`config.mk`:
```
export PLATFORM = sky130hd
export DESIGN_NAME = xml_tag_message_deframer
export DESIGN_NICKNAME = d
export VERILOG_FILES = /design/src/rtl/xtd_pkg.sv /design/src/rtl/xml_tag_message_deframer.sv /design/src/rtl/xtd_datapath.sv /design/src/rtl/xtd_ctrl.sv
export SDC_FILE = /design/constraint.sdc
export NUM_CORES = 1
export LEC_CHECK = 0
export BUFFER_PORTS_ARGS = -buffer_cell sky130_fd_sc_hd__buf_2
export CORE_MARGIN = 3
export CORE_UTILIZATION = 56
export DETAILED_ROUTE_END_ITERATION = 8
export PLACE_DENSITY_LB_ADDON = 0.1
export SETUP_SLACK_MARGIN = 0.02
export SLEW_MARGIN = 20
export SYNTH_ARGS = -nofsm -noshare
export SYNTH_HDL_FRONTEND = slang
export SYNTH_SLANG_ARGS = --single-unit
```
`constraint.sdc`:
```
create_clock -name clk -period 5.8 [get_ports clk]
set_input_delay 1.16 -clock clk [delete_from_list [all_inputs] [get_ports clk]]
set_output_delay 1.16 -clock clk [all_outputs]
set_load 0.02 [all_outputs]
```
`src/rtl/xtd_pkg.sv`:
```
// Shared types, character codes and command encodings for the tag message deframer.
// No dependencies; imported by the datapath, the controller, the top level and the checker.
package xtd_pkg;

  // Default depth of the tag name store
  localparam int MAX_TAG_NAME_DEF = 30;

  // Message length limit register
  localparam int          MSG_LEN_W       = 16;
  localparam logic [15:0] MAX_MSG_LEN_RST = 16'hFFFF;

  // Character codes
  localparam logic [7:0] CH_NUL    = 8'h00;
  localparam logic [7:0] CH_LT     = 8'h3C;
  localparam logic [7:0] CH_GT     = 8'h3E;
  localparam logic [7:0] CH_SLASH  = 8'h2F;
  localparam logic [7:0] CH_COLON  = 8'h3A;
  localparam logic [7:0] CH_USCORE = 8'h5F;
  localparam logic [7:0] CH_DASH   = 8'h2D;
  localparam logic [7:0] CH_DOT    = 8'h2E;

  // Output byte source select
  localparam logic [2:0] SRC_IN   = 3'd0;
  localparam logic [2:0] SRC_LT   = 3'd1;
  localparam logic [2:0] SRC_GT   = 3'd2;
  localparam logic [2:0] SRC_MEM  = 3'd3;
  localparam logic [2:0] SRC_ZERO = 3'd4;

  // Close-tag match counter operations
  localparam logic [1:0] CMC_HOLD = 2'd0;
  localparam logic [1:0] CMC_CLR  = 2'd1;
  localparam logic [1:0] CMC_ONE  = 2'd2;
  localparam logic [1:0] CMC_INC  = 2'd3;

  // Commands from controller to datapath
  typedef struct packed {
    logic       name_clr;
    logic       name_wr;
    logic       idx_clr;
    logic       idx_inc;
    logic       mbc_load;
    logic       mbc_inc;
    logic [1:0] cmc_op;
    logic       rd_replay;
    logic       out_load;
    logic [2:0] out_src;
    logic       out_first;
    logic       out_last;
    logic       out_aband;
    logic       out_lor;
  } xtd_cmd_t;

  // Status from datapath to controller
  typedef struct packed {
    logic is_lt;
    logic is_gt;
    logic is_nul;
    logic is_start;
    logic is_name;
    logic name_full;
    logic close_hit;
    logic close_done;
    logic too_long;
    logic replay_more;
  } xtd_stat_t;

  function automatic logic is_start_letter(input logic [7:0] c);
    return ((c >= 8'h61) && (c <= 8'h7A)) || ((c >= 8'h41) && (c <= 8'h5A)) ||
           (c == CH_COLON) || (c == CH_USCORE);
  endfunction

  function automatic logic is_name_letter(input logic [7:0] c);
    return is_start_letter(c) || ((c >= 8'h30) && (c <= 8'h39)) ||
           (c == CH_DASH) || (c == CH_DOT);
  endfunction

endpackage

```
`src/rtl/xml_tag_message_deframer.sv`:
```
// Deframer for tag-delimited messages in a byte stream: one request per byte in hunt and body.
// A result appears in the cycle after its request; the result register frees the input side.
// Confirming an open tag holds the input while the name is replayed from the name
// store, one registered read per cycle while the result slot is free.
// Synchronous active-low reset: hunting, counters cleared, length limit 65535;
// the name store is not cleared and is always written before its contents are used.
module xml_tag_message_deframer #(
  parameter int MAX_TAG_NAME = xtd_pkg::MAX_TAG_NAME_DEF
) (
  input  logic        clk,
  input  logic        rst_n,
  input  logic        in_valid,
  output logic        in_ready,
  input  logic [7:0]  in_data_byte,
  input  logic        in_abort,
  output logic        out_valid,
  input  logic        out_ready,
  output logic [7:0]  out_byte,
  output logic        out_first_of_message,
  output logic        out_last_of_message,
  output logic        out_abandoned,
  output logic        out_last_of_run,
  input  logic        cfg_valid,
  output logic        cfg_ready,
  input  logic [15:0] cfg_max_message_length
);
  import xtd_pkg::*;

  xtd_cmd_t  cmd;
  xtd_stat_t stat;
  logic      cfg_wr;

  // Configuration writes are always taken
  assign cfg_ready = 1'b1;
  assign cfg_wr    = cfg_valid && cfg_ready;

  xtd_ctrl u_ctrl (
    .clk       (clk),
    .rst_n     (rst_n),
    .in_valid  (in_valid),
    .in_abort  (in_abort),
    .in_ready  (in_ready),
    .out_valid (out_valid),
    .out_ready (out_ready),
    .stat      (stat),
    .cmd       (cmd)
  );

  xtd_datapath #(
    .MAX_TAG_NAME (MAX_TAG_NAME)
  ) u_dp (
    .clk          (clk),
    .rst_n        (rst_n),
    .in_data_byte (in_data_byte),
    .cfg_wr       (cfg_wr),
    .cfg_data     (cfg_max_message_length),
    .cmd          (cmd),
    .stat         (stat),
    .out_byte     (out_byte),
    .out_first    (out_first_of_message),
    .out_last     (out_last_of_message),
    .out_aband    (out_abandoned),
    .out_lor      (out_last_of_run)
  );

endmodule

```
`src/rtl/xtd_datapath.sv`:
```
// Datapath of the tag message deframer: name store, counters, close-tag compare, result register.
// Depends on xtd_pkg; driven by xtd_ctrl through command and status structs.
module xtd_datapath #(
  parameter int MAX_TAG_NAME = xtd_pkg::MAX_TAG_NAME_DEF
) (
  input  logic                clk,
  input  logic                rst_n,
  input  logic [7:0]          in_data_byte,
  input  logic                cfg_wr,
  input  logic [15:0]         cfg_data,
  input  xtd_pkg::xtd_cmd_t   cmd,
  output xtd_pkg::xtd_stat_t  stat,
  output logic [7:0]          out_byte,
  output logic                out_first,
  output logic                out_last,
  output logic                out_aband,
  output logic                out_lor
);
  import xtd_pkg::*;

  localparam int AW    = (MAX_TAG_NAME > 1) ? $clog2(MAX_TAG_NAME) : 1;
  localparam int LEN_W = $clog2(MAX_TAG_NAME + 1);
  localparam int CMC_W = $clog2(MAX_TAG_NAME + 3);

  logic [7:0]           name_mem [MAX_TAG_NAME];
  logic [7:0]           rd_data_r;
  logic [AW-1:0]        rd_addr;

  logic [LEN_W-1:0]     len_r, len_nxt;
  logic [LEN_W-1:0]     idx_r, idx_nxt;
  logic [CMC_W-1:0]     cmc_r, cmc_nxt;
  logic [CMC_W-1:0]     cmc_m2;
  logic [CMC_W-1:0]     len_p2;
  logic [MSG_LEN_W-1:0] mbc_r, mbc_nxt;
  logic [MSG_LEN_W-1:0] max_len_r;
  logic [7:0]           exp_byte;
  logic [7:0]           out_byte_nxt;

  logic [7:0]           out_byte_r;
  logic                 out_first_r, out_last_r, out_aband_r, out_lor_r;

  // Name length and replay index
  always_comb begin
    len_nxt = len_r;
    if (cmd.name_clr) begin
      len_nxt = '0;
    end else if (cmd.name_wr) begin
      len_nxt = len_r + LEN_W'(1);
    end
    idx_nxt = idx_r;
    if (cmd.idx_clr) begin
      idx_nxt = '0;
    end else if (cmd.idx_inc) begin
      idx_nxt = idx_r + LEN_W'(1);
    end
  end

  // Close-tag match count
  always_comb begin
    case (cmd.cmc_op)
      CMC_CLR: cmc_nxt = '0;
      CMC_ONE: cmc_nxt = CMC_W'(1);
      CMC_INC: cmc_nxt = cmc_r + CMC_W'(1);
      default: cmc_nxt = cmc_r;
    endcase
  end

  // Message byte count
  always_comb begin
    mbc_nxt = mbc_r;
    if (cmd.mbc_load) begin
      mbc_nxt = MSG_LEN_W'(len_r) + MSG_LEN_W'(2);
    end else if (cmd.mbc_inc) begin
      mbc_nxt = mbc_r + MSG_LEN_W'(1);
    end
  end

  // Prefetch the name letter needed next: replay index or next close-tag letter
  assign cmc_m2  = cmc_nxt - CMC_W'(2);
  assign rd_addr = cmd.rd_replay ? idx_nxt[AW-1:0] : cmc_m2[AW-1:0];

  // Expected byte of the close tag at the current match position
  assign len_p2 = CMC_W'(len_r) + CMC_W'(2);
  always_comb begin
    if (cmc_r == CMC_W'(1)) begin
      exp_byte = CH_SLASH;
    end else if ((cmc_r >= CMC_W'(2)) && (cmc_r < len_p2)) begin
      exp_byte = rd_data_r;
    end else begin
      exp_byte = CH_GT;
    end
  end

  // Status towards the controller
  always_comb begin
    stat.is_lt       = (in_data_byte == CH_LT);
    stat.is_gt       = (in_data_byte == CH_GT);
    stat.is_nul      = (in_data_byte == CH_NUL);
    stat.is_start    = is_start_letter(in_data_byte);
    stat.is_name     = is_name_letter(in_data_byte);
    stat.name_full   = (len_r == LEN_W'(MAX_TAG_NAME));
    stat.close_hit   = (cmc_r != '0) && (in_data_byte == exp_byte);
    stat.close_done  = stat.close_hit && (cmc_r >= len_p2);
    stat.too_long    = ({1'b0, mbc_r} + 17'd1) >= {1'b0, max_len_r};
    stat.replay_more = (idx_r < len_r);
  end

  // Result byte select
  always_comb begin
    unique case (cmd.out_src)
      SRC_IN:  out_byte_nxt = in_data_byte;
      SRC_LT:  out_byte_nxt = CH_LT;
      SRC_GT:  out_byte_nxt = CH_GT;
      SRC_MEM: out_byte_nxt = rd_data_r;
      default: out_byte_nxt = CH_NUL;
    endcase
  end

  // Name store: one write port, one registered read port
  always_ff @(posedge clk) begin
    if (cmd.name_wr) begin
      name_mem[len_r[AW-1:0]] <= in_data_byte;
    end
    rd_data_r <= name_mem[rd_addr];
  end

  // Control counters and limit register
  always_ff @(posedge clk) begin
    if (!rst_n) begin
      len_r     <= '0;
      idx_r     <= '0;
      cmc_r     <= '0;
      mbc_r     <= '0;
      max_len_r <= MAX_MSG_LEN_RST;
    end else begin
      len_r <= len_nxt;
      idx_r <= idx_nxt;
      cmc_r <= cmc_nxt;
      mbc_r <= mbc_nxt;
      if (cfg_wr) begin
        max_len_r <= cfg_data;
      end
    end
  end

  // Result register, loaded when the controller issues a result
  always_ff @(posedge clk) begin
    if (cmd.out_load) begin
      out_byte_r  <= out_byte_nxt;
      out_first_r <= cmd.out_first;
      out_last_r  <= cmd.out_last;
      out_aband_r <= cmd.out_aband;
      out_lor_r   <= cmd.out_lor;
    end
  end

  assign out_byte  = out_byte_r;
  assign out_first = out_first_r;
  assign out_last  = out_last_r;
  assign out_aband = out_aband_r;
  assign out_lor   = out_lor_r;

endmodule

```
`src/rtl/xtd_ctrl.sv`:
```
// Controller of the tag message deframer: parse state machine, handshakes and datapath commands.
// Depends on xtd_pkg; steers xtd_datapath through command and status structs.
module xtd_ctrl (
  input  logic                clk,
  input  logic                rst_n,
  input  logic                in_valid,
  input  logic                in_abort,
  output logic                in_ready,
  output logic                out_valid,
  input  logic                out_ready,
  input  xtd_pkg::xtd_stat_t  stat,
  output xtd_pkg::xtd_cmd_t   cmd
);
  import xtd_pkg::*;

  localparam logic [2:0] S_HUNT   = 3'd0;
  localparam logic [2:0] S_LT     = 3'd1;
  localparam logic [2:0] S_NAME   = 3'd2;
  localparam logic [2:0] S_BODY   = 3'd3;
  localparam logic [2:0] S_REPLAY = 3'd4;

  logic [2:0] state_r, state_nxt;
  logic       out_valid_r, out_valid_nxt;
  logic       slot_free;
  logic       acc;

  // The result slot is free when empty or being drained this cycle
  assign slot_free = !out_valid_r || out_ready;
  assign in_ready  = slot_free && (state_r != S_REPLAY);
  assign acc       = in_valid && in_ready;

  // Next state and commands
  always_comb begin
    cmd         = '0;
    cmd.cmc_op  = CMC_HOLD;
    cmd.out_src = SRC_ZERO;
    state_nxt   = state_r;
    if (acc && in_abort) begin
      // Drop any partial message; only a message in its body reports it
      if (state_r == S_BODY) begin
        cmd.out_load  = 1'b1;
        cmd.out_aband = 1'b1;
        cmd.out_lor   = 1'b1;
      end
      state_nxt = S_HUNT;
    end else if (acc && (state_r == S_BODY)) begin
      if (stat.is_nul) begin
        cmd.out_load  = 1'b1;
        cmd.out_aband = 1'b1;
        cmd.out_lor   = 1'b1;
        state_nxt     = S_HUNT;
      end else if (stat.close_done) begin
        cmd.out_load = 1'b1;
        cmd.out_src  = SRC_IN;
        cmd.out_last = 1'b1;
        cmd.out_lor  = 1'b1;
        cmd.cmc_op   = CMC_CLR;
        state_nxt    = S_HUNT;
      end else if (stat.too_long) begin
        cmd.out_load  = 1'b1;
        cmd.out_aband = 1'b1;
        cmd.out_lor   = 1'b1;
        cmd.cmc_op    = CMC_CLR;
        state_nxt     = S_HUNT;
      end else begin
        // Pass the body byte and advance the close-tag match
        cmd.out_load = 1'b1;
        cmd.out_src  = SRC_IN;
        cmd.out_lor  = 1'b1;
        cmd.mbc_inc  = 1'b1;
        if (stat.close_hit) begin
          cmd.cmc_op = CMC_INC;
        end else if (stat.is_lt) begin
          cmd.cmc_op = CMC_ONE;
        end else begin
          cmd.cmc_op = CMC_CLR;
        end
      end
    end else if (acc && stat.is_lt) begin
      // Restart the candidate open tag
      cmd.name_clr = 1'b1;
      state_nxt    = S_LT;
    end else if (acc) begin
      unique case (state_r)
        S_HUNT: begin
          state_nxt = S_HUNT;
        end
        S_LT: begin
          if (stat.is_start) begin
            cmd.name_wr = 1'b1;
            state_nxt   = S_NAME;
          end else begin
            state_nxt = S_HUNT;
          end
        end
        S_NAME: begin
          if (stat.is_name && !stat.name_full) begin
            cmd.name_wr = 1'b1;
          end else if (stat.is_gt) begin
            // Open tag confirmed: emit '<' now, replay the name next
            cmd.out_load  = 1'b1;
            cmd.out_src   = SRC_LT;
            cmd.out_first = 1'b1;
            cmd.idx_clr   = 1'b1;
            cmd.mbc_load  = 1'b1;
            cmd.cmc_op    = CMC_CLR;
            state_nxt     = S_REPLAY;
          end else begin
            state_nxt = S_HUNT;
          end
        end
        default: begin
          state_nxt = S_HUNT;
        end
      endcase
    end else if ((state_r == S_REPLAY) && slot_free) begin
      cmd.out_load = 1'b1;
      if (stat.replay_more) begin
        cmd.out_src = SRC_MEM;
        cmd.idx_inc = 1'b1;
      end else begin
        cmd.out_src = SRC_GT;
        cmd.out_lor = 1'b1;
        state_nxt   = S_BODY;
      end
    end
    cmd.rd_replay = (state_nxt == S_REPLAY);
  end

  // Result slot occupancy
  assign out_valid_nxt = cmd.out_load || (out_valid_r && !out_ready);
  assign out_valid     = out_valid_r;

  always_ff @(posedge clk) begin
    if (!rst_n) begin
      state_r     <= S_HUNT;
      out_valid_r <= 1'b0;
    end else begin
      state_r     <= state_nxt;
      out_valid_r <= out_valid_nxt;
    end
  end

endmodule

```
==> impl_metrics.json <==
{
  "cts_root_buffer": "clkbuf_16",
  "ioPinCount": 45,
  "cts.clk_slew.worst_paths_ps": 60,
  "floorplan.die_area_mm2": 0.0277,
  "required_ps": 6190,
  "critPathKind": "reg2reg",
  "initial_utilization": 0.571,
  "final_period_minus_worst_setup_slack_ps": 5510,
  "slew_headroom": 0.392,
  "fraction_of_the_yosys_area_taken_by_sequential_cells": 0.608,
  "worst-path-max-fanout": 12,
  "floorplan.rows": 58,
  "postCtsHoldBufs": 0,
  "synth-seq-cells": 312,
  "portBuffers": 43,
  "diodes": 0,
  "static-leakage-power_nw": 6.11,
  "asr_flop_ratio_synth": 0,
  "vdd_drop_max_mv": 0.288,
  "fp.coreArea_mm2": 0.0253,
  "grt_start_max_net_pins": 39,
  "vias": 10436,
  "postSynthAreaPerCell_um2": 11.5,
  "worst_ep_arrival_time_ps": 5900,
  "power_per_cell_area_mw_per_mm2": 278,
  "setup_repair_after_global_routing_missed_its_margin": "false",
  "finalHoldViolCount": 0,
  "area_delta_synth_final_pct": 13.4,
  "p_seq_frac": 0.533,
  "worst_path_max_delay_cell": "or3_1",
  "clkPwrFrac": 0.443,
  "grt_antenna_before_repair": 1,
  "skew_ps": 15.8,
  "dieWidth_um": 167,
  "synth_most_common_cell": "edfxtp_1",
  "worst_skew_pair.late_latency_ps": 510,
  "synthDominantCellAreaShare": 0.525,
  "grt_pass1_wl_um": 57800,
  "critical_path.endpoint_type": "flip-flop",
  "finalSetupViolations": 0,
  "critical_path.n_buffers_inverters": 1,
  "number_of_nets_in_the_synthesized_netlist": 1325,
  "timing.critical_path.cells": "ha_2 > nand3_2 > nor2_2 > and3_4 > nand3_1 > xnor2_2 > ha_1 > a211oi_2 > o21a_1 > and3_1 > a221oi_1 > or3_1 > or2_2 > or3_1 > a21oi_1 > a31oi_1 > ha_1 > o21a_4 > buf_4 > nand2_1 > nand3_1 > a31o_2 > mux2_1 > mux2_2",
  "finalNetCount": 1397,
  "share_comb_of_total_power": 0.023,
  "clkSinkCount": 312,
  "critPathLaunchType": "flip-flop",
  "synthCells": 1257,
  "ys.warnings.count": 0,
  "dp_slack_ps": -17.6,
  "slowest_delay_ps": 380,
  "grt_use_total": 0.267,
  "status": "finished, final reports clean",
  "drtAntennaViolNets": 0,
  "gp_congestion": 0.952,
  "setup_slack_ps": 294,
  "post_route_insts_no_fill": 1682,
  "final_max_slew_viol_count": 0,
  "vias_per_cell": 6.20,
  "clk_path_buf_depth": 3,
  "hold_class": "reg2reg",
  "p_sw_mw": 0.918,
  "drc_violation_count_after_routing": 0,
  "hpwl_detailed_um": 26400,
  "clock_tree.htree_level_count": 2,
  "fp.dieH_um": 167,
  "drtPass1Iterations": 5,
  "worst_slew_pin_tran_ps": 908,
  "yosys-top-cells-area": "edfxtp_1 (52%), dfxtp_1 (8.3%), nand2_1 (5.1%)",
  "maxCapViolCount": 0,
  "clock_tree_from_tritoncts": "yes",
  "clock.fmax_ghz": 0.182,
  "global_route.overflow_total": 0,
  "min_period_over_period": 0.949,
  "critical-path-top-delay-family": "simple AND/OR/NAND/NOR gates",
  "mappedNetlistArea_mm2": 0.0144,
  "vias_in_the_first_global_route": 9953,
  "post-place-cells": 1622,
  "drt-wirelength-per-cell_um": 22.6,
  "postRouteWirelength_um": 38100,
  "netlist-cell-type-count": 89,
  "yosys-top-cells-count": "edfxtp_1 (252), nand2_1 (195), a21oi_1 (98)",
  "intPower_mw": 3.62,
  "detailedRoute.firstIterationViolations": 1084,
  "dpl-instance-area_mm2": 0.0152,
  "synth_area_leader_cell": "edfxtp_1",
  "drive_above_1_share": 0.140,
  "switching_share": 0.202,
  "design_area_mm2": 0.0164,
  "synth-edff-count": 252,
  "inserted_clock_buffers": 34,
  "synth_ff_type": "edfxtp_1"
}
==> worst paths after layout <==
kind,startpoint,endpoint,slack (ps),cells after the start
min,u_dp.mbc_r[0]$_SDFFE_PN0P_,u_dp.mbc_r[0]$_SDFFE_PN0P_,480,1
max,u_dp.mbc_r[1]$_SDFFE_PN0P_,u_dp.rd_data_r[5]$_DFF_P_,290,24
max reg2reg,u_dp.mbc_r[1]$_SDFFE_PN0P_,u_dp.rd_data_r[5]$_DFF_P_,290,24
min reg2reg,u_dp.mbc_r[0]$_SDFFE_PN0P_,u_dp.mbc_r[0]$_SDFFE_PN0P_,480,1
==> stage by stage <==
step           TNS (ps)  power [mW]   util  hold slack (ps)
2_1_floorplan         0        2.51      -              448
3_3_place_gp          0        2.57  0.603              482
3_5_place_dp      -17.6        2.57  0.603              481
4_1_cts               0        4.56  0.644              489
5_1_grt               0        4.66  0.648              495
6_report              0        4.54  0.648              477
==> final cells by class <==
type	count	area, um^2
Tap cell	330	413
Timing Repair Buffer	99	729
Clock buffer	51	946
Sequential cell	312	8770
Clock inverter	8	71.3
Multi-Input combinational cell	844	5290
Fill cell	1969	8890
Inverter	38	143
==> power by group through the flow <==
stage                     sequential (mW)  clock, mW  combinational, mW
after global routing                 2.42       2.12              0.117
after floorplan                      2.47          0             0.0407
after detailed placement             2.47          0              0.104
after CTS                            2.42       2.04              0.105
final                                2.42       2.01              0.105
after global placement               2.47          0              0.103
==> layer usage <==
metal	vias to the layer above	wire length (um)	global-route usage
met1	5082	15800	0.373
met3	80	3050	0.0470
met5	-	13	0
met2	442	18000	0.429
li1	4830	-	-
met4	2	1160	0.0872
==> cell usage in the layout (no fill, tap or decap), types with 17 or more instances in the layout <==
| master | count |
|---|---|
| a21oi_1 | 98 |
| a22oi_1 | 29 |
| buf_2 | 43 |
| buf_4 | 47 |
| clkbuf_16 | 35 |
| dfxtp_1 | 58 |
| edfxtp_1 | 252 |
| ha_1 | 37 |
| inv_1 | 37 |
| mux2i_1 | 20 |
| nand2_1 | 195 |
| nand3_1 | 38 |
| nor2_1 | 92 |
| o211ai_1 | 19 |
| o21ai_0 | 24 |
| xnor2_1 | 17 |
| xor2_1 | 18 |
==> kinds of logic (layout without fill, tap and decap cells) <==
logic type,Yosys count,after routing,share of synthesized area
buffers and inverters,101,196,0.0319
xor gates and xnor gates,36,36,0.0219
adders and majority gates,38,38,0.0330
and+or+nand+nor,446,446,0.145
other,1,1,0.000260
DFF,312,312,0.608
muxes,25,25,0.0178
AOI/OAI and AO/OA,298,298,0.142
==> sequential cells by signal, summed over array words and instances, names as in the netlist <==
register,flops
u_dp.out_aband,1
u_dp.max_len_r,16
u_dp.out_byte,8
u_dp.cmc_r,6
u_dp.mbc_r,16
u_dp.out_first,1
u_dp.len_r,5
u_ctrl.out_valid,1
u_dp.out_last,1
u_dp.rd_data_r,8
u_dp.idx_r,5
u_dp.out_lor,1
u_dp.name_mem,240
u_ctrl.state_r,3
==> repair_timing <==
item,in CTS,in global routing
setup buffers,0,1
setup endpoints to repair,4,8
pin swaps,0,1
resized for setup,4,23
Note: power is estimated with default switching activity, not from simulation.
